`src/rtl/adckpc_pkg.sv`:
```
// ----------------------------------------------------------------------------
// adckpc_pkg
// Shared types and constants for the ADC key press classifier.
// ----------------------------------------------------------------------------
package adckpc_pkg;

  localparam int QUEUE_DEPTH = 4;
  localparam int PTR_W       = (QUEUE_DEPTH > 1) ? $clog2(QUEUE_DEPTH) : 1;
  localparam int CNT_W       = $clog2(QUEUE_DEPTH + 1);

  localparam logic [15:0] RST_RELEASE_FLOOR = 16'd1;
  localparam logic [15:0] RST_BASELINE_TOL  = 16'd8;
  localparam logic [3:0]  RST_AGREE_SAMPLES = 4'd3;
  localparam logic [15:0] RST_LONG_HOLD_MS  = 16'd1500;
  localparam logic [15:0] RST_SHORT_HOLD_MS = 16'd400;

  typedef enum logic [1:0] {
    EV_SHORT  = 2'd0,
    EV_MEDIUM = 2'd1,
    EV_LONG   = 2'd2,
    EV_ERROR  = 2'd3
  } ev_code_t;

  typedef enum logic [2:0] {
    REG_RELEASE_FLOOR = 3'd0,
    REG_BASELINE_TOL  = 3'd1,
    REG_AGREE_SAMPLES = 3'd2,
    REG_LONG_HOLD_MS  = 3'd3,
    REG_SHORT_HOLD_MS = 3'd4
  } cfg_reg_t;

  typedef enum logic {
    REQ_SAMPLE = 1'b0,
    REQ_POLL   = 1'b1
  } req_t;

  typedef struct packed {
    logic [15:0] release_floor;
    logic [15:0] baseline_tol;
    logic [3:0]  agree_samples;
    logic [15:0] long_hold_ms;
    logic [15:0] short_hold_ms;
  } cfg_t;

  typedef struct packed {
    logic        req_type;
    logic [15:0] adc_value;
    logic [31:0] time_ms;
  } in_item_t;

  typedef struct packed {
    logic     push;
    ev_code_t code;
  } push_t;

  typedef struct packed {
    logic        event_valid;
    logic [1:0]  event_code;
    logic        error_code;
  } result_t;

endpackage

```
`src/rtl/adckpc_cfg.sv`:
```
// ----------------------------------------------------------------------------
// adckpc_cfg
// Configuration register file, written through a plain write port.
// ----------------------------------------------------------------------------
module adckpc_cfg (
  input  logic               clk,
  input  logic               rst_n,
  input  logic               cfg_wr_en,
  input  logic [2:0]         cfg_index,
  input  logic [15:0]        cfg_wdata,
  output adckpc_pkg::cfg_t   cfg_o
);
  import adckpc_pkg::*;

  cfg_t cfg_r;
  cfg_t cfg_nxt;

  always_comb begin
    cfg_nxt = cfg_r;
    if (cfg_wr_en) begin
      unique case (cfg_reg_t'(cfg_index))
        REG_RELEASE_FLOOR: cfg_nxt.release_floor = cfg_wdata;
        REG_BASELINE_TOL:  cfg_nxt.baseline_tol  = cfg_wdata;
        REG_AGREE_SAMPLES: cfg_nxt.agree_samples = cfg_wdata[3:0];
        REG_LONG_HOLD_MS:  cfg_nxt.long_hold_ms  = cfg_wdata;
        REG_SHORT_HOLD_MS: cfg_nxt.short_hold_ms = cfg_wdata;
        default:           cfg_nxt = cfg_r;
      endcase
    end
  end

  always_ff @(posedge clk) begin
    if (!rst_n) begin
      cfg_r.release_floor <= RST_RELEASE_FLOOR;
      cfg_r.baseline_tol  <= RST_BASELINE_TOL;
      cfg_r.agree_samples <= RST_AGREE_SAMPLES;
      cfg_r.long_hold_ms  <= RST_LONG_HOLD_MS;
      cfg_r.short_hold_ms <= RST_SHORT_HOLD_MS;
    end else begin
      cfg_r <= cfg_nxt;
    end
  end

  assign cfg_o = cfg_r;

endmodule

```
`src/rtl/adckpc_in_reg.sv`:
```
// ----------------------------------------------------------------------------
// adckpc_in_reg
// Input register stage: captures one item per cycle unless the stage holds.
// ----------------------------------------------------------------------------
module adckpc_in_reg (
  input  logic                  clk,
  input  logic                  rst_n,
  input  logic                  in_valid,
  input  logic                  hold,
  input  adckpc_pkg::in_item_t  item_i,
  output logic                  stage_valid,
  output adckpc_pkg::in_item_t  stage_item
);
  import adckpc_pkg::*;

  logic     valid_r;
  in_item_t item_r;

  always_ff @(posedge clk) begin
    if (!rst_n) begin
      valid_r <= 1'b0;
    end else if (!hold) begin
      valid_r <= in_valid;
    end
  end

  // Payload needs no reset; load only on a new item.
  always_ff @(posedge clk) begin
    if (!hold && in_valid) begin
      item_r <= item_i;
    end
  end

  assign stage_valid = valid_r;
  assign stage_item  = item_r;

endmodule

```
`src/rtl/adckpc_detect.sv`:
```
// ----------------------------------------------------------------------------
// adckpc_detect
// Calibration, debounced press detection and event classification.
// ----------------------------------------------------------------------------
module adckpc_detect (
  input  logic                clk,
  input  logic                rst_n,
  input  logic                sample_en,
  input  logic [15:0]         adc_value,
  input  logic [31:0]         time_ms,
  input  adckpc_pkg::cfg_t    cfg,
  input  logic                fifo_full,
  output adckpc_pkg::push_t   push_o
);
  import adckpc_pkg::*;

  logic        calibrated_r, calibrated_nxt;
  logic        key_down_r, key_down_nxt;
  logic        long_rep_r, long_rep_nxt;
  logic        cand_r, cand_nxt;
  logic [15:0] base_r, base_nxt;
  logic [3:0]  agree_r, agree_nxt;
  logic [31:0] press_time_r, press_time_nxt;

  logic [15:0] dev;
  logic [3:0]  agree_inc;
  logic [17:0] base_x3;
  logic        pressed;
  logic [31:0] elapsed;
  push_t       push;

  assign dev       = (adc_value > base_r) ? (adc_value - base_r) : (base_r - adc_value);
  assign agree_inc = agree_r + 4'd1;
  assign base_x3   = {2'b00, base_r} + {1'b0, base_r, 1'b0};
  assign pressed   = key_down_r ? (adc_value < base_x3[17:2])
                                : (adc_value <= {2'b00, base_r[15:2]});
  // A press taken on this sample starts the hold at zero.
  assign elapsed   = (pressed && !key_down_r) ? 32'd0 : (time_ms - press_time_r);

  always_comb begin
    calibrated_nxt = calibrated_r;
    key_down_nxt   = key_down_r;
    long_rep_nxt   = long_rep_r;
    cand_nxt       = cand_r;
    base_nxt       = base_r;
    agree_nxt      = agree_r;
    press_time_nxt = press_time_r;
    push           = '{push: 1'b0, code: EV_SHORT};

    if (sample_en) begin
      if (!calibrated_r) begin
        if (adc_value < cfg.release_floor) begin
          agree_nxt = 4'd0;
        end else if (agree_r == 4'd0 || dev > cfg.baseline_tol) begin
          base_nxt  = adc_value;
          agree_nxt = 4'd1;
        end else if (agree_inc >= cfg.agree_samples) begin
          calibrated_nxt = 1'b1;
          agree_nxt      = 4'd0;
        end else begin
          agree_nxt = agree_inc;
        end
      end else begin
        if (pressed != cand_r) begin
          cand_nxt  = pressed;
          agree_nxt = 4'd1;
        end else if (agree_r < cfg.agree_samples) begin
          agree_nxt = agree_inc;
        end

        if (agree_nxt >= cfg.agree_samples) begin
          if (pressed && !key_down_r) begin
            key_down_nxt   = 1'b1;
            long_rep_nxt   = 1'b0;
            press_time_nxt = time_ms;
          end
          if (key_down_nxt && !long_rep_nxt && elapsed >= {16'd0, cfg.long_hold_ms}) begin
            push         = '{push: 1'b1, code: EV_LONG};
            long_rep_nxt = 1'b1;
          end
          if (!pressed && key_down_nxt) begin
            key_down_nxt = 1'b0;
            if (!long_rep_nxt) begin
              push = '{push: 1'b1,
                       code: (elapsed < {16'd0, cfg.short_hold_ms}) ? EV_SHORT : EV_MEDIUM};
            end
          end
        end
      end

      // Queue overflow: drop back to calibration.
      if (push.push && fifo_full) begin
        calibrated_nxt = 1'b0;
        key_down_nxt   = 1'b0;
        long_rep_nxt   = 1'b0;
        cand_nxt       = 1'b0;
        base_nxt       = 16'd0;
        agree_nxt      = 4'd0;
      end
    end
  end

  always_ff @(posedge clk) begin
    if (!rst_n) begin
      calibrated_r <= 1'b0;
      key_down_r   <= 1'b0;
      long_rep_r   <= 1'b0;
      cand_r       <= 1'b0;
      base_r       <= 16'd0;
      agree_r      <= 4'd0;
      press_time_r <= 32'd0;
    end else begin
      calibrated_r <= calibrated_nxt;
      key_down_r   <= key_down_nxt;
      long_rep_r   <= long_rep_nxt;
      cand_r       <= cand_nxt;
      base_r       <= base_nxt;
      agree_r      <= agree_nxt;
      press_time_r <= press_time_nxt;
    end
  end

  assign push_o = push;

endmodule

```
`src/rtl/adckpc_fifo.sv`:
```
// ----------------------------------------------------------------------------
// adckpc_fifo
// Event queue with sticky overflow error and restart to a single ERROR entry.
// ----------------------------------------------------------------------------
module adckpc_fifo (
  input  logic                 clk,
  input  logic                 rst_n,
  input  adckpc_pkg::push_t    push_i,
  input  logic                 pop,
  output logic                 full,
  output adckpc_pkg::result_t  pop_result
);
  import adckpc_pkg::*;

  localparam int SUM_W = PTR_W + 1;

  ev_code_t          entries_r [QUEUE_DEPTH];
  logic [PTR_W-1:0]  head_r, head_nxt;
  logic [CNT_W-1:0]  count_r, count_nxt;
  logic              err_r, err_nxt;

  logic [SUM_W-1:0]  wr_sum;
  logic [PTR_W-1:0]  wr_addr;
  logic              restart;
  logic              do_push;

  assign full    = (count_r == CNT_W'(QUEUE_DEPTH));
  assign restart = push_i.push && full;
  assign do_push = push_i.push && !full;
  assign wr_sum  = SUM_W'(head_r) + SUM_W'(count_r);
  assign wr_addr = (wr_sum >= SUM_W'(QUEUE_DEPTH)) ? PTR_W'(wr_sum - SUM_W'(QUEUE_DEPTH))
                                                     : PTR_W'(wr_sum);

  always_comb begin
    head_nxt  = head_r;
    count_nxt = count_r;
    err_nxt   = err_r;
    if (restart) begin
      head_nxt  = '0;
      count_nxt = CNT_W'(1);
      err_nxt   = 1'b1;
    end else if (do_push) begin
      count_nxt = count_r + CNT_W'(1);
    end else if (pop && count_r != '0) begin
      head_nxt  = (head_r == PTR_W'(QUEUE_DEPTH - 1)) ? '0 : head_r + PTR_W'(1);
      count_nxt = count_r - CNT_W'(1);
    end
  end

  always_ff @(posedge clk) begin
    if (!rst_n) begin
      head_r  <= '0;
      count_r <= '0;
      err_r   <= 1'b0;
    end else begin
      head_r  <= head_nxt;
      count_r <= count_nxt;
      err_r   <= err_nxt;
    end
  end

  always_ff @(posedge clk) begin
    if (restart) begin
      entries_r[0] <= EV_ERROR;
    end else if (do_push) begin
      entries_r[wr_addr] <= push_i.code;
    end
  end

  always_comb begin
    pop_result.event_valid = (count_r != '0);
    pop_result.event_code  = (count_r != '0) ? entries_r[head_r] : EV_SHORT;
    pop_result.error_code  = err_r;
  end

endmodule

```
`src/rtl/adckpc_out_reg.sv`:
```
// ----------------------------------------------------------------------------
// adckpc_out_reg
// Result register: holds a poll result until the receiver takes it.
// ----------------------------------------------------------------------------
module adckpc_out_reg (
  input  logic                 clk,
  input  logic                 rst_n,
  input  logic                 load,
  input  adckpc_pkg::result_t  result_i,
  input  logic                 out_stall,
  output logic                 out_valid,
  output adckpc_pkg::result_t  result_o
);
  import adckpc_pkg::*;

  logic    valid_r;
  result_t result_r;

  always_ff @(posedge clk) begin
    if (!rst_n) begin
      valid_r <= 1'b0;
    end else if (load) begin
      valid_r <= 1'b1;
    end else if (!out_stall) begin
      valid_r <= 1'b0;
    end
  end

  always_ff @(posedge clk) begin
    if (load) begin
      result_r <= result_i;
    end
  end

  assign out_valid = valid_r;
  assign result_o  = result_r;

endmodule

```
`src/rtl/adc_key_press_classifier.sv`:
```
// ----------------------------------------------------------------------------
// adc_key_press_classifier
// Debounced ADC key classifier with short, medium and long press events.
// ----------------------------------------------------------------------------
// Usage:
//   Input channel (in_valid / in_stall): each item is either an ADC sample
//   (in_req_type = 0, with in_adc_value and in_time_ms) or a poll
//   (in_req_type = 1). Samples produce no result; each poll produces one.
//   Result channel (out_valid / out_stall): out_event_valid tells whether an
//   event was popped, out_event_code carries it, out_error_code shows the
//   sticky queue overflow flag.
//   Configuration: write cfg_wdata into register cfg_index while cfg_wr_en
//   is high; indexes past the register list are ignored. Write only while
//   the block is idle.
// Timing: one item per cycle while in_stall is low. An item is registered on
//   acceptance, processed from the input stage, and a poll result is then
//   registered in the output register, which raises out_valid. The rate
//   holds as the state update between the two registers is combinational.
// Reset: rst_n clears all control state: uncalibrated, queue empty, no error,
//   registers at their defaults.
// Stall: while a result waits in the output register and out_stall is high,
//   samples still flow; a poll in the stage holds and in_stall rises.
// ----------------------------------------------------------------------------
module adc_key_press_classifier (
  input  logic        clk,
  input  logic        rst_n,
  input  logic        in_valid,
  output logic        in_stall,
  input  logic        in_req_type,
  input  logic [15:0] in_adc_value,
  input  logic [31:0] in_time_ms,
  output logic        out_valid,
  input  logic        out_stall,
  output logic        out_event_valid,
  output logic [1:0]  out_event_code,
  output logic        out_error_code,
  input  logic        cfg_wr_en,
  input  logic [2:0]  cfg_index,
  input  logic [15:0] cfg_wdata
);
  import adckpc_pkg::*;

  cfg_t     cfg;
  in_item_t in_item;
  in_item_t stage_item;
  logic     stage_valid;
  logic     stage_poll;
  logic     advance;
  logic     sample_en;
  logic     pop;
  logic     fifo_full;
  push_t    push;
  result_t  pop_result;
  result_t  out_result;

  adckpc_cfg u_cfg (
    .clk       (clk),
    .rst_n     (rst_n),
    .cfg_wr_en (cfg_wr_en),
    .cfg_index (cfg_index),
    .cfg_wdata (cfg_wdata),
    .cfg_o     (cfg)
  );

  assign in_item = '{req_type: in_req_type, adc_value: in_adc_value, time_ms: in_time_ms};

  // Hold a poll only while the output register is full and stalled.
  assign stage_poll = stage_valid && (stage_item.req_type == REQ_POLL);
  assign advance    = !(stage_poll && out_valid && out_stall);
  assign in_stall   = stage_valid && !advance;
  assign sample_en  = stage_valid && (stage_item.req_type == REQ_SAMPLE);
  assign pop        = stage_poll && advance;

  adckpc_in_reg u_in_reg (
    .clk         (clk),
    .rst_n       (rst_n),
    .in_valid    (in_valid),
    .hold        (in_stall),
    .item_i      (in_item),
    .stage_valid (stage_valid),
    .stage_item  (stage_item)
  );

  adckpc_detect u_detect (
    .clk       (clk),
    .rst_n     (rst_n),
    .sample_en (sample_en),
    .adc_value (stage_item.adc_value),
    .time_ms   (stage_item.time_ms),
    .cfg       (cfg),
    .fifo_full (fifo_full),
    .push_o    (push)
  );

  adckpc_fifo u_fifo (
    .clk        (clk),
    .rst_n      (rst_n),
    .push_i     (push),
    .pop        (pop),
    .full       (fifo_full),
    .pop_result (pop_result)
  );

  adckpc_out_reg u_out_reg (
    .clk       (clk),
    .rst_n     (rst_n),
    .load      (pop),
    .result_i  (pop_result),
    .out_stall (out_stall),
    .out_valid (out_valid),
    .result_o  (out_result)
  );

  assign out_event_valid = out_result.event_valid;
  assign out_event_code  = out_result.event_code;
  assign out_error_code  = out_result.error_code;

  // An empty poll reports the short code.
  a_empty_code : assert property (@(posedge clk) disable iff (!rst_n)
    (out_valid && !out_event_valid) |-> (out_event_code == EV_SHORT))
    else $error("empty poll result carries a nonzero event code");

  // Overflow error never clears once reported.
  a_err_sticky : assert property (@(posedge clk) disable iff (!rst_n)
    (out_valid && out_error_code) |=> out_error_code)
    else $error("sticky error cleared");

  // A held poll stays in the stage.
  a_hold_keeps : assert property (@(posedge clk) disable iff (!rst_n)
    in_stall |=> (stage_valid && stage_item.req_type == REQ_POLL))
    else $error("held poll lost from the stage");

endmodule
```
`config.mk`:
```
export PLATFORM = sky130hd
export DESIGN_NAME = adc_key_press_classifier
export DESIGN_NICKNAME = d
export VERILOG_FILES = /design/src/rtl/adckpc_pkg.sv /design/src/rtl/adckpc_cfg.sv /design/src/rtl/adckpc_in_reg.sv /design/src/rtl/adckpc_detect.sv /design/src/rtl/adckpc_fifo.sv /design/src/rtl/adckpc_out_reg.sv /design/src/rtl/adc_key_press_classifier.sv
export SDC_FILE = /design/constraint.sdc
export NUM_CORES = 1
export LEC_CHECK = 0
export ABC_AREA = 1
export BUFFER_PORTS_ARGS = -buffer_cell sky130_fd_sc_hd__buf_4
export CORE_ASPECT_RATIO = 2
export CORE_MARGIN = 10
export CORE_UTILIZATION = 50
export DETAILED_ROUTE_END_ITERATION = 7
export PLACE_DENSITY = 0.69
export SYNTH_ARGS = -nofsm -noshare
export SYNTH_HDL_FRONTEND = slang
export SYNTH_SLANG_ARGS = --single-unit
```
`constraint.sdc`:
```
create_clock -name clk -period 14.92 [get_ports clk]
set_input_delay 4.476 -clock clk [delete_from_list [all_inputs] [get_ports clk]]
set_output_delay 4.476 -clock clk [all_outputs]
set_load 0.05 [all_outputs]
```
; Word-level counts from Yosys, hierarchy flattened
; Memory sizes are Yosys's and may differ from the RTL's. A register that Yosys moved wholly into a read port is not among the register bits.
; Cells that the tools add are included.
[totals]
ff_bits = 183
ram_bits = 8
inputBits = 73
out_inout_bits = 6
wordCells = 168
n_memories = 1
[op_classes]
addsub = 10
n_lt_le_gt_ge = 11
eq_ne = 10
mux = 66
bitwise = 3
reduce_logical = 44
[memory_table]
columns = name, words, word_bits, read_ports, rd_ports_with_merged_regs, wr, line_no
row1 = u_fifo.entries_r, 4, 2, 1, 1, 1, adckpc_fifo.sv:17  ; ev_code_t entries_r [QUEUE_DEPTH];
[ops]
columns = op, n
row1 = 16-bit two-way mux, 5
row2 = 1-bit two-way mux, 38
row3 = 4-bit two-way mux, 9
row4 = 32-bit by 16-bit greater-or-equal comparator with 1-bit output, 1
row5 = 16-bit greater-than comparator, 2
row6 = 16-bit less-than comparator, 2
row7 = 32-bit by 16-bit less-than comparator with 1-bit output, 1
row8 = 32-bit two-way mux, 1
row9 = 16-bit subtractor, 2
row10 = 32-bit subtractor, 1
row11 = 3-bit two-way mux, 9
row12 = 16-bit by 17-bit adder with 18-bit output, 1
row13 = 16-bit by 14-bit <= comparator with 1-bit output, 1
row14 = 1-bit logical AND, 15
row15 = 2-bit AND reduction, 6
row16 = 2-bit nonzero test, 5
row17 = 4-bit greater-or-equal comparator, 2
row18 = 2-bit two-way mux, 4
row19 = 4-bit AND reduction, 2
row20 = 1-bit logical NOT, 7
row21 = "3-bit by 2-bit == test with 1-bit output, second input constant", 2
row22 = "3-bit == test, second input constant", 2
row23 = 3-bit AND reduction, 2
row24 = 3-bit nonzero test, 2
row25 = other kinds (18), 22

; Longest topological paths before layout
; Gate-level depths: netlist of run 1.
[logic_depth]
ltp_word = 30
depth_mapped = 39
depth_no_buf = 39

; Hierarchy
; A second synthesis of run 1 with hierarchy kept.
[unflattened]
hier_cells = 2094
area_unflattened_um2 = 14786.7
[by_module_without_submodules]
columns = mod, n_inst, cells_per_inst, area_per_inst_um2, seq_area_each_um2
row1 = adckpc_detect, 1, 1542, 9534.1, 1121.1
row2 = adckpc_cfg, 1, 389, 2750.1, 1361.3
row3 = adckpc_in_reg, 1, 56, 1521.5, 1491.4
row4 = adckpc_fifo, 1, 91, 794.5, 400.4
row5 = adckpc_out_reg, 1, 9, 160.2, 140.1
row6 = adc_key_press_classifier, 1, 7, 26.3, 0.0

; Worst setup path after synthesis of run 1
; Ideal clock, no wire load.
[synth_path]
kind = input-to-output
startpoint = in out_stall
endpoint = out in_stall
t_arrival_ns = 5.292
required_time_ns = 10.444
path_slack_ns = 5.152
path_stages = 2
n_path_buf = 0
path_cell_list = nand2_1 -> nor2_1
[synth_via]
elab_chain_cells = 2
[synth_rtl]
columns = item, line_no
row1 = from (decl), adc_key_press_classifier.sv:33  ; input logic out_stall,
row2 = 1-bit logical AND, adc_key_press_classifier.sv:69  ; assign advance = !(stage_poll && out_valid && out_stall);
row3 = 1-bit logical AND, adc_key_press_classifier.sv:70  ; assign in_stall = stage_valid && !advance;
row4 = to (decl), adc_key_press_classifier.sv:28  ; output logic in_stall,
; Every way passes these cells.

; Final worst setup path of run 1
; Same ends and word-level chain as after synthesis.

==> results.md, run 1 <==
* Post-CTS setup buffers at 0
* YS warnings at 0
* Max Fclk at 104 MHz
* Clk_skew at 0.00906 ns
* Vias per inst at 5.40
* Final #Nets at 2278
* Seq cells post-synth at 193
* Iteration-0 DRC Markers at 522
* Routed len/inst at 16.5 microns
* IO buf count at 78
* Synthesized area at 14100 sq um
* Seq/Total Area, Yosys at 0.318
* Overflow after GRT at 0
* Final WL at 39200 microns
* Yosys top cell area share at 0.188
* Global-route wire length before repair at 62000 microns
* Most common cell after layout, fill and taps aside: nand2_1
* Drt pass-1 iters at 5
* Clock Pin Slew Worst Setup and Hold Paths at 0.06 ns
* Uppermost layer routed: met4
* Fillers at 2676
* Vias post-DR at 12900
* Worst Max-Slew Pin Slew at 1.03 ns
* Post-synth cell types at 48
* Status: finished clean
* Final Non-Filler Cells at 2382
* Cell count after placement at 2350
* Pint at 977 uW
* Layout area overhead at 10.9%
* Clock sink total at 193
* DR DRC count at 0
* Starting Density at 0.508
* GP Congestion at 0.949
* Worst hold path type: register to register
* RSZ-0062 raised after global routing: false
* Max H-tree Level at 4
* Area leader, netlist: dfxtp_1
* Gr usage total at 0.216
* Largest net degree at the start of global routing at 114
* Max-slew headroom at 0.311
* Max Slew Vio Count at 0
* Number of flops mapped to enable cells by yosys at 61
* Max cap viols at 0
* Worst vdd ir at 0.0000777 V
* Worst setup EP type: output port
* Hold Path Stages at 0
* Ys flop type: dfxtp_1
* Antenna violations before repair at 0
* Met2 routed WL at 22100 microns
* Die area at 35600 sq um
* Lkg Pwr at 7.40 nW
* WL met1 at 12400 microns
* CTS buffer count at 17
* Final setup fails at 0
* Core Area at 27700 sq um
* Syn_nets at 2221
* Worst path arrival time at 5.17 ns
* Combinational share of power at 0.230
* Fraction of layout cells with a size suffix above 1 at 0.0690
* Clk root buf: clkbuf_16
* Sw Pwr at 427 uW
* CTS tree: yes
* Rows at 86
* Period utilization at 0.646
* Clock Power Share at 0.359
* Pre-CTS WS at 5.27 ns
* Avg Cell Area, Syn at 7.17 sq um
* Sw Share at 0.304
* Most frequent cells in the layout: 430 x nand2_1, 340 x inv_1, 218 x a21oi_1
* PD cells at 90.1 nW/um^2
* Antenna fix cells at 0
* Met3 WL post-DR at 993 microns
* Clk buf depth at 2
* Fin worst setup slack at 5.27 ns
* R2r worst-path depth at 34
* Die height at 257 microns
* Post-cts sizing count at 0
* Power Total at 1.40 mW
* Setup_tns at 0 ns
* Ports at 79
* Sequential share of power at 0.411
* Cells after Synth at 1960
* Vias in the first global route at 12900
* Top cells by area, synth: dfxtp_1 19%, ha_1 16%, edfxtp_1 13%
* WP data required at 10.44 ns
* WS Path Type: input pin to output port
* Hold-fix buffers at CTS at 0
* DP HPWL at 31900 microns
* Hold Vio Cnt, Final at 0
* Period minus WS final at 9.65 ns
* Setup crit start kind: input pin
* Post-synth ARST share at 0
* Worst skew pair latency at 0.46 ns
* Worst Path Max Fanout at 4
* Die width at 139 microns
* Final ANT Viol Nets at 0
-- sequential cells by signal, summed over array words and instances (netlist names), 2 cells and up --
name	count
u_fifo.head_r	2
u_fifo.count_r	3
u_detect.agree_r	4
u_cfg.cfg_o	68
u_fifo.entries_r	8
u_in_reg.stage_item	49
u_detect.press_time_r	32
u_detect.base_r	16
u_out_reg.result_o	4
-- cell families after synthesis --
logic type | after synthesis | synth area share
mux | 4 | 0.00285
compound gates | 425 | 0.164
flops | 193 | 0.318
buf+inv | 395 | 0.107
fa+ha+maj | 188 | 0.170
simple gates | 709 | 0.209
xor+xnor | 46 | 0.0287
-- worst max-delay path, stage by stage --
cell	delay [ns]
buf_4	0.07
nand2_1	0.05
nor2_1	0.29
buf_4	0.27
-- per-layer routing --
layer / vias up / track usage
met1: 5852 / 0.171
li1: 6512 / -
met4: 0 / 0.193
met2: 310 / 0.434
met3: 184 / 0.0288
met5: - / 0
-- path summary, 6_finish.rpt --
kind / from / endpoint / slack (ns)
setup / recovery: out_stall / in_stall / 5.27
hold / removal: u_fifo.err_r / u_out_reg.result_o[0] / 0.44
setup reg to reg: u_detect.base_r[1] / u_fifo.count_r[2] / 8.20
hold reg to reg: u_fifo.err_r / u_out_reg.result_o[0] / 0.44
-- final cells by class --
class                           instances  area (sq um)  area share
Multi-Input combinational cell       1372          8090       0.519
Clock buffer                           24           551      0.0353
Tap cell                              352           440      0.0283
Timing Repair Buffer                   82           616      0.0395
Clock inverter                          8           105     0.00674
Sequential cell                       193          4470       0.287
Inverter                              351          1320      0.0845
-- synthesized netlist by cell type, types with 3 or more instances --
master      n
o211ai_1   13
o221ai_1    6
nor3_1     16
o21bai_1    8
nand3b_1    6
clkbuf_1   31
nand2_2     4
nor2_1    137
nor4_1      3
a21o_1      7
clkinv_1    3
buf_1       3
nand4_1    19
nand3_1    81
inv_1     340
buf_2       4
xnor2_1    24
nand2_1   431
xor2_1     22
a211oi_1    8
mux2i_1     4
a21oi_1   218
buf_4       6
fa_1        5
dfxtp_1   132
o21a_1      6
o21ai_1     3
a31oi_1     5
edfxtp_1   61
o21ai_0   140
inv_2       8
ha_1      183
-- power by group through the flow --
| stage | combinational (mW) | sequential (mW) | clock (mW) |
|---|---|---|---|
| 2_1_floorplan | 0.229 | 0.582 | 0 |
| 3_3_place_gp | 0.313 | 0.589 | 0 |
| 3_5_place_dp | 0.323 | 0.589 | 0 |
| 4_1_cts | 0.324 | 0.577 | 0.514 |
| 5_1_grt | 0.369 | 0.579 | 0.534 |
| 6_report | 0.323 | 0.578 | 0.504 |
-- metrics by stage --
| stage | hold slack [ns] | util | area, sq um |
|---|---|---|---|
| final | 0.436 | 0.564 | 15600 |
| after global routing | 0.471 | 0.564 | 15600 |
| after CTS | 0.443 | 0.564 | 15600 |
| after detailed placement | 0.426 | 0.540 | 14900 |
| after global placement | 0.413 | 0.540 | 14900 |
| after floorplan | 0.408 | - | 14100 |
Power figures use the tool's default switching activity.
==> run 2: changes to the inputs <==
--- a/config.mk
+++ b/config.mk
@@ -11,7 +11,7 @@
 export CORE_MARGIN = 10
 export CORE_UTILIZATION = 50
 export DETAILED_ROUTE_END_ITERATION = 7
-export PLACE_DENSITY = 0.69
+export PLACE_DENSITY = 0.72
 export SYNTH_ARGS = -nofsm -noshare
 export SYNTH_HDL_FRONTEND = slang
 export SYNTH_SLANG_ARGS = --single-unit
==> constraint.sdc (replaced) <==
create_clock -name clk -period 8.84 [get_ports clk]
set_input_delay 2.652 -clock clk [delete_from_list [all_inputs] [get_ports clk]]
set_output_delay 2.652 -clock clk [all_outputs]
set_load 0.05 [all_outputs]
==> results.md, run 2 (synthesized netlist as in run 1, its figures left out) <==
* Clock sink total at 193 (unchanged)
* Lkg Pwr at 7.36 nW (-0.47%)
* Max-slew headroom at 0.312 (+0.00105)
* Period minus WS final at 6.41 ns
* Setup_tns at 0 ns (unchanged)
* Die width at 139 microns (unchanged)
* Rows at 86 (unchanged)
* DR DRC count at 0 (unchanged)
* CTS buffer count at 17 (unchanged)
* Final ANT Viol Nets at 0 (unchanged)
* Die height at 257 microns (unchanged)
* WP data required at 9.20 ns (-1.24 ns)
* Max cap viols at 0 (unchanged)
* Final WL at 40500 microns (+3.2%)
* Fraction of layout cells with a size suffix above 1 at 0.0690 (unchanged)
* Hold Path Stages at 0 (unchanged)
* Worst vdd ir at 0.000146 V (+88%)
* Max stage delay cell, worst path: fa_1
* Drt pass-1 iters at 5 (unchanged)
* Clk_skew at 0.0116 ns (+0.00251 ns)
* Multi-input logic area at 8090 sq um (unchanged)
* Final #Nets at 2278 (unchanged)
* FF-to-FF Start: u_detect.base_r[1]
* Most frequent cells in the layout: 430 x nand2_1, 340 x inv_1, 218 x a21oi_1
* Core Area at 27700 sq um (unchanged)
* Status: finished clean
* Crit path top cell by count: nand2_1
* Worst Max-Slew Pin Slew at 1.03 ns (-0.00157 ns)
* Number of flip-flops in the largest register at 68 (unchanged)
* RSZ-0062 raised after global routing: false
* Post-cts sizing count at 0 (unchanged)
* Worst setup EP type: register
* Clock Pin Slew Worst Setup and Hold Paths at 0.08 ns (+0.02 ns)
* Max H-tree Level at 4 (unchanged)
* Largest net degree at the start of global routing at 112 (-1.8%)
* Starting Density at 0.508 (unchanged)
* Post-CTS setup buffers at 0 (unchanged)
* Max Slew Vio Count at 0 (unchanged)
* Max Fclk at 156 MHz
* DP HPWL at 32800 microns (+2.6%)
* Period utilization at 0.725
* WS Path Type: register to register
* Worst path arrival time at 6.77 ns (+1.60 ns)
* Vias post-DR at 12900 (+0.27%)
* Worst hold path type: register to register
* GP Congestion at 0.977 (+3.0%)
* Gr usage total at 0.224 (+0.00796)
* Fillers at 2648 (-1.0%)
* Worst Path Max Fanout at 6 (+2)
* Worst Hold End: u_out_reg.result_o[0]
* Most common cell after layout, fill and taps aside: nand2_1
* Hold Vio Cnt, Final at 0 (unchanged)
* Overflow after GRT at 0 (unchanged)
* Clk buf depth at 2 (unchanged)
* Worst Min Path Start: u_fifo.err_r
* Iteration-0 DRC Markers at 566 (+8.4%)
* R2r worst-path depth at 34 (unchanged)
* Die area at 35600 sq um (unchanged)
* Layout area overhead at 10.5%
* Routed len/inst at 17.0 microns (+3.2%)
* Ports at 79 (unchanged)
* Global-route wire length before repair at 64000 microns (+3.1%)
* Vias in the first global route at 13200 (+2.5%)
* Final core utilization at 0.562 (-0.00213)
* R2R Setup Slk at 2.43 ns (-5.77 ns)
* Clk root buf: clkbuf_16
* R2r endpoint: u_fifo.count_r[2]
* IO buf count at 78 (unchanged)
* PD cells at 149 nW/um^2 (+65%)
* Worst skew pair latency at 0.47 ns (about the same)
* Final setup fails at 0 (unchanged)
* Register area at 4470 sq um (unchanged)
* Hold-fix buffers at CTS at 0 (unchanged)
* Setup crit start kind: register
* CTS tree: yes
* Vias per inst at 5.41 (+0.23%)
* Antenna violations before repair at 1 (+1)
* Worst path max stage delay at 0.47 ns (+0.18 ns)
==> run 2: cell count changes in the layout (fill, tap and decap cells not counted), sizes merged <==
cell,before,now
bufinv,2,0
clkbuf,24,19
clkinv,5,7
diode,0,1
inv,351,356
==> run 2: final cells by class <==
type,instances,share of cell area
inverters,351,0.0848
diodes,1,0.000161
flip-flops and latches,193,0.288
multi-input cells,1372,0.521
well taps,352,0.0284
clock inverters,13,0.00902
clock buffers,19,0.0292
repair buffers,82,0.0396
==> run 2: worst max-delay path by stage <==
| stage | start | to | slack [ns] |
|---|---|---|---|
| floorplan | out_stall | in_stall | 2.72 |
| global route | u_detect.base_r[1] | u_detect.press_time_r[2] | 1.76 |
| finish | u_detect.base_r[1] | u_fifo.count_r[2] | 2.43 |
| global placement | u_detect.base_r[1] | u_fifo.count_r[2] | 2.64 |
| CTS | u_detect.base_r[1] | u_fifo.count_r[2] | 2.42 |
| detailed placement | u_detect.base_r[1] | u_fifo.count_r[2] | 2.45 |
==> run 2: layer usage <==
metal	vias to the layer above	wire length [microns]	track usage	share of wire
li1	6524	-	-	-
met5	-	0	0	0
met4	0	4130	0.220	0.10
met1	5900	12600	0.174	0.31
met3	181	1020	0.0301	0.025
met2	288	22700	0.445	0.56
==> run 2: worst max-delay path, delay by kind of cell (launching register included) <==
family | cells | cell delay [ns]
AO/OA/AOI/OAI | 13 | 2.36
adder cells (fa/ha/maj) | 4 | 1.50
AND/OR/NAND/NOR | 11 | 1.15
XOR/XNOR | 2 | 0.52
flip-flops | 1 | 0.44
buffers and inverters | 4 | 0.32
==> run 2: through the flow <==
stage,power [mW],hold slack [ns],instance area (sq um),setup slack [ns],cells
CTS,2.32,0.432,15500,2.42,2382
detailed placement,1.54,0.420,14900,2.45,2350
global route,2.43,0.437,15500,1.76,2383
floorplan,1.37,0.408,14100,2.72,1960
finish,2.31,0.436,15500,2.43,2383
global placement,1.52,0.413,14900,2.64,2350
==> run 2: report_power, final <==
| part | leakage [nW] | internal (mW) | switching, mW | total, mW |
|---|---|---|---|---|
| sequential | 1.68 | 0.944 | 0.0316 | 0.975 |
| clock | 0.287 | 0.393 | 0.387 | 0.780 |
| combinational | 5.40 | 0.209 | 0.343 | 0.552 |
==> run 3: changes to the inputs <==
--- a/config.mk
+++ b/config.mk
@@ -5,13 +5,13 @@
 export SDC_FILE = /design/constraint.sdc
 export NUM_CORES = 1
 export LEC_CHECK = 0
-export ABC_AREA = 1
+export ABC_AREA = 0
 export BUFFER_PORTS_ARGS = -buffer_cell sky130_fd_sc_hd__buf_4
 export CORE_ASPECT_RATIO = 2
 export CORE_MARGIN = 10
 export CORE_UTILIZATION = 50
 export DETAILED_ROUTE_END_ITERATION = 7
-export PLACE_DENSITY = 0.72
+export PLACE_DENSITY = 0.69
 export SYNTH_ARGS = -nofsm -noshare
 export SYNTH_HDL_FRONTEND = slang
 export SYNTH_SLANG_ARGS = --single-unit
==> constraint.sdc (replaced) <==
create_clock -name clk -period 6.1 [get_ports clk]
set_input_delay 1.83 -clock clk [delete_from_list [all_inputs] [get_ports clk]]
set_output_delay 1.83 -clock clk [all_outputs]
set_load 0.05 [all_outputs]
==> results.md, run 3 <==
* Max-slew headroom at 0.444 (+0.133)
* Worst path arrival time at 6.52 ns (-0.25 ns)
* DP Area at 15200 sq um (+1.8%)
* Avg Cell Area, Syn at 8.60 sq um (+20%)
* Failing checks: setup timing
* Max stage delay cell, worst path: o41ai_2
* Iteration-0 DRC Markers at 488 (-14%)
* Worst Min Path Start: u_fifo.err_r
* Seq cells post-synth at 193 (unchanged)
* Crit path from: u_detect.base_r[2]
* Worst skew pair latency at 0.46 ns (about the same)
* Ports at 79 (unchanged)
* R2r endpoint: u_fifo.count_r[2]
* Setup_tns at -0.0822 ns (-0.0822 ns)
* Yosys top cell area share at 0.193 (+0.00502)
* Setup crit start kind: register
* Crit path max-delay family: compound AO/OA/AOI/OAI gates
* Worst path max stage delay at 0.43 ns (-0.04 ns)
* Clock Power Share at 0.346 (+0.008)
* Area leader, netlist: dfxtp_1
* Fin worst setup slack at -0.0673 ns (-2.50 ns)
* WS Path Type: register to register
* Lkg Pwr at 6.55 nW (-11%)
* Final ANT Viol Nets at 0 (unchanged)
* Max Fclk at 162 MHz (+4.0%)
* Global Route met2 Usage at 0.455 (+0.0100)
* Sw Pwr at 974 uW (+28%)
* Seq/Total Area, Yosys at 0.327 (+0.00849)
* Clock Pin Slew Worst Setup and Hold Paths at 0.07 ns (about the same)
* Worst Path Max Fanout at 4 (-2)
* Largest net degree at the start of global routing at 57 (-49%)
* Sw Share at 0.304 (-0.0255)
* FF-to-FF Start: u_detect.base_r[2]
* Commonest cells in the synthesized netlist: 183 x ha_1, 173 x nand2_1, 161 x a21oi_1, 161 x inv_1, 132 x dfxtp_1
* Fraction of layout cells with a size suffix above 1 at 0.150 (+0.0815)
* Clk buf depth at 2 (unchanged)
* Max H-tree Level at 4 (unchanged)
* Final #Nets at 1989 (-13%)
* Gr usage total at 0.231 (+0.00768)
* Cells after Synth at 1592 (-19%)
* Routed len/inst at 19.2 microns (+13%)
* Number of flip-flops in the largest register at 68 (unchanged)
* Die height at 254 microns (-1.2%)
* Clock sink total at 193 (unchanged)
* Final WL at 40100 microns (-0.85%)
* Post-synth ARST share at 0 (unchanged)
* Fillers at 2498 (-5.7%)
* Vias in the first global route at 12600 (-5.1%)
* R2R Setup Slk at -0.07 ns (-2.50 ns)
* Period minus WS final at 6.17 ns (-0.245 ns)
* Sequential share of power at 0.433 (+0.010)
* GR Util met1 at 0.193 (+0.0194)
* Combinational share of power at 0.221 (-0.018)
* Worst setup EP type: register
* Top-count cell post-synth: ha_1
* Vias post-DR at 12000 (-6.8%)
* Hold Vio Cnt, Final at 0 (unchanged)
* CP Capture Point: u_fifo.count_r[2]
* Worst Max-Slew Pin Slew at 0.833 ns (-0.199 ns)
* Rows at 85 (-1.2%)
* GR Util met3 at 0.0356 (+0.00554)
* PD cells at 199 nW/um^2 (+34%)
* Worst hold slack at 0.444 ns (+0.00868 ns)
* Final setup fails at 2 (+2)
* WP data required at 6.45 ns (-2.75 ns)
* Drt pass-1 iters at 5 (unchanged)
* Number of flops mapped to enable cells by yosys at 61 (unchanged)
* Pint at 2.23 mW (+44%)
* Synthesized area at 13700 sq um (-2.6%)
* Top cells by area, synth: dfxtp_1 19%, ha_1 17%, edfxtp_1 13%
* Clk_skew at 0.0152 ns (+0.00364 ns)
* Most frequent cells in the layout: 181 x ha_1, 173 x nand2_1, 163 x buf_4
* Global-route wire length before repair at 62500 microns (-2.4%)
* Syn_nets at 1853 (-17%)
* Ys flop type: dfxtp_1
* Status: finished with violations
* Critical path depth at 34 (unchanged)
* Post-synth cell types at 78 (+63%)
* Die area at 34800 sq um (-2.3%)
* Core Area at 27000 sq um (-2.3%)
* Final core utilization at 0.594 (+0.0324)
* Register area at 4480 sq um (+0.17%)
* Die width at 137 microns (-1.1%)
* DR DRC count at 0 (unchanged)
* Multi-input logic area at 8630 sq um (+6.8%)
* CTS tree: yes
* Post-route cell area at 16000 sq um (+3.3%)
* CTS buffer count at 17 (unchanged)
* Vias per inst at 5.75 (+6.3%)
* Antenna violations before repair at 0 (-1)
* RSZ-0062 raised after global routing: true
* Starting Density at 0.507 (-0.00147)
* Worst hold path type: register to register
* Antenna fix cells at 0 (-1)
* Max cap viols at 0 (unchanged)
* DP HPWL at 32600 microns (-0.46%)
* R2r worst-path depth at 34 (unchanged)
* Most common cell after layout, fill and taps aside: ha_1
* Busiest grt layer: met2
* IO buf count at 78 (unchanged)
* YS warnings at 0 (unchanged)
* GP Congestion at 0.972 (-0.54%)
* Hold-fix buffers at CTS at 0 (unchanged)
* Max Slew Vio Count at 0 (unchanged)
* Worst vdd ir at 0.000210 V (+44%)
* Layout area overhead at 17.2%
* Buf/Inv on CP at 3 (-1)
* Period utilization at 1.01 (+0.286)
* Clk root buf: clkbuf_16
* Overflow after GRT at 0 (unchanged)
[run 3: worst min-delay path by stage]
stage | end | slack, ns | cells after the start
floorplan | u_out_reg.result_o[0] | 0.41 | 0
global placement | u_out_reg.result_o[0] | 0.43 | 0
detailed placement | u_out_reg.result_o[0] | 0.43 | 0
CTS | u_out_reg.result_o[0] | 0.45 | 0
global route | u_out_reg.result_o[0] | 0.46 | 0
finish | u_out_reg.result_o[0] | 0.44 | 0
[run 3: logic make-up (layout without fill, tap and decap cells)]
logic type | count (synthesis) | count (layout) | share of synthesized area
compound gates | 430 | 430 | 0.203
xor+xnor | 55 | 55 | 0.0352
fa+ha+maj | 189 | 189 | 0.175
buf+inv | 213 | 362 | 0.0601
flops | 193 | 193 | 0.327
mux | 53 | 53 | 0.0412
simple gates | 459 | 459 | 0.158
[run 3: routing by layer]
layer	up-vias	share of wire
met1	5663	0.33
met5	-	0
met4	0	0.084
li1	5910	-
met2	293	0.56
met3	148	0.026
[run 3: metrics by stage]
stage | setup WS [ns] | total power, mW | instances
floorplan | -0.110 | 1.86 | 1592
global placement | -0.0330 | 2.09 | 2040
detailed placement | -0.225 | 2.11 | 2040
CTS | 0.0109 | 3.21 | 2084
global route | -0.428 | 3.34 | 2089
finish | -0.0673 | 3.20 | 2089
[run 3: layout make-up]
type                            count  share of cell area
Multi-Input combinational cell   1186               0.538
Sequential cell                   193               0.279
Timing Repair Buffer              168              0.0825
Inverter                          162              0.0379
Clock buffer                       21              0.0294
Tap cell                          348              0.0271
Clock inverter                     11             0.00561
[run 3: what timing repair did]
item | 4_1_cts | 5_1_grt
setup buffers | 12 | 5
setup endpoints to repair | 18 | 78
pin swaps | 15 | 29
resized for setup | 5 | 27
[run 3: power by group through the flow]
stage / Sequential, mW / Clock, mW / Combinational (mW)
2_1_floorplan: 1.41 / 0 / 0.443
3_3_place_gp: 1.41 / 0 / 0.680
3_5_place_dp: 1.42 / 0 / 0.692
4_1_cts: 1.39 / 1.13 / 0.700
5_1_grt: 1.39 / 1.18 / 0.777
6_report: 1.39 / 1.11 / 0.706
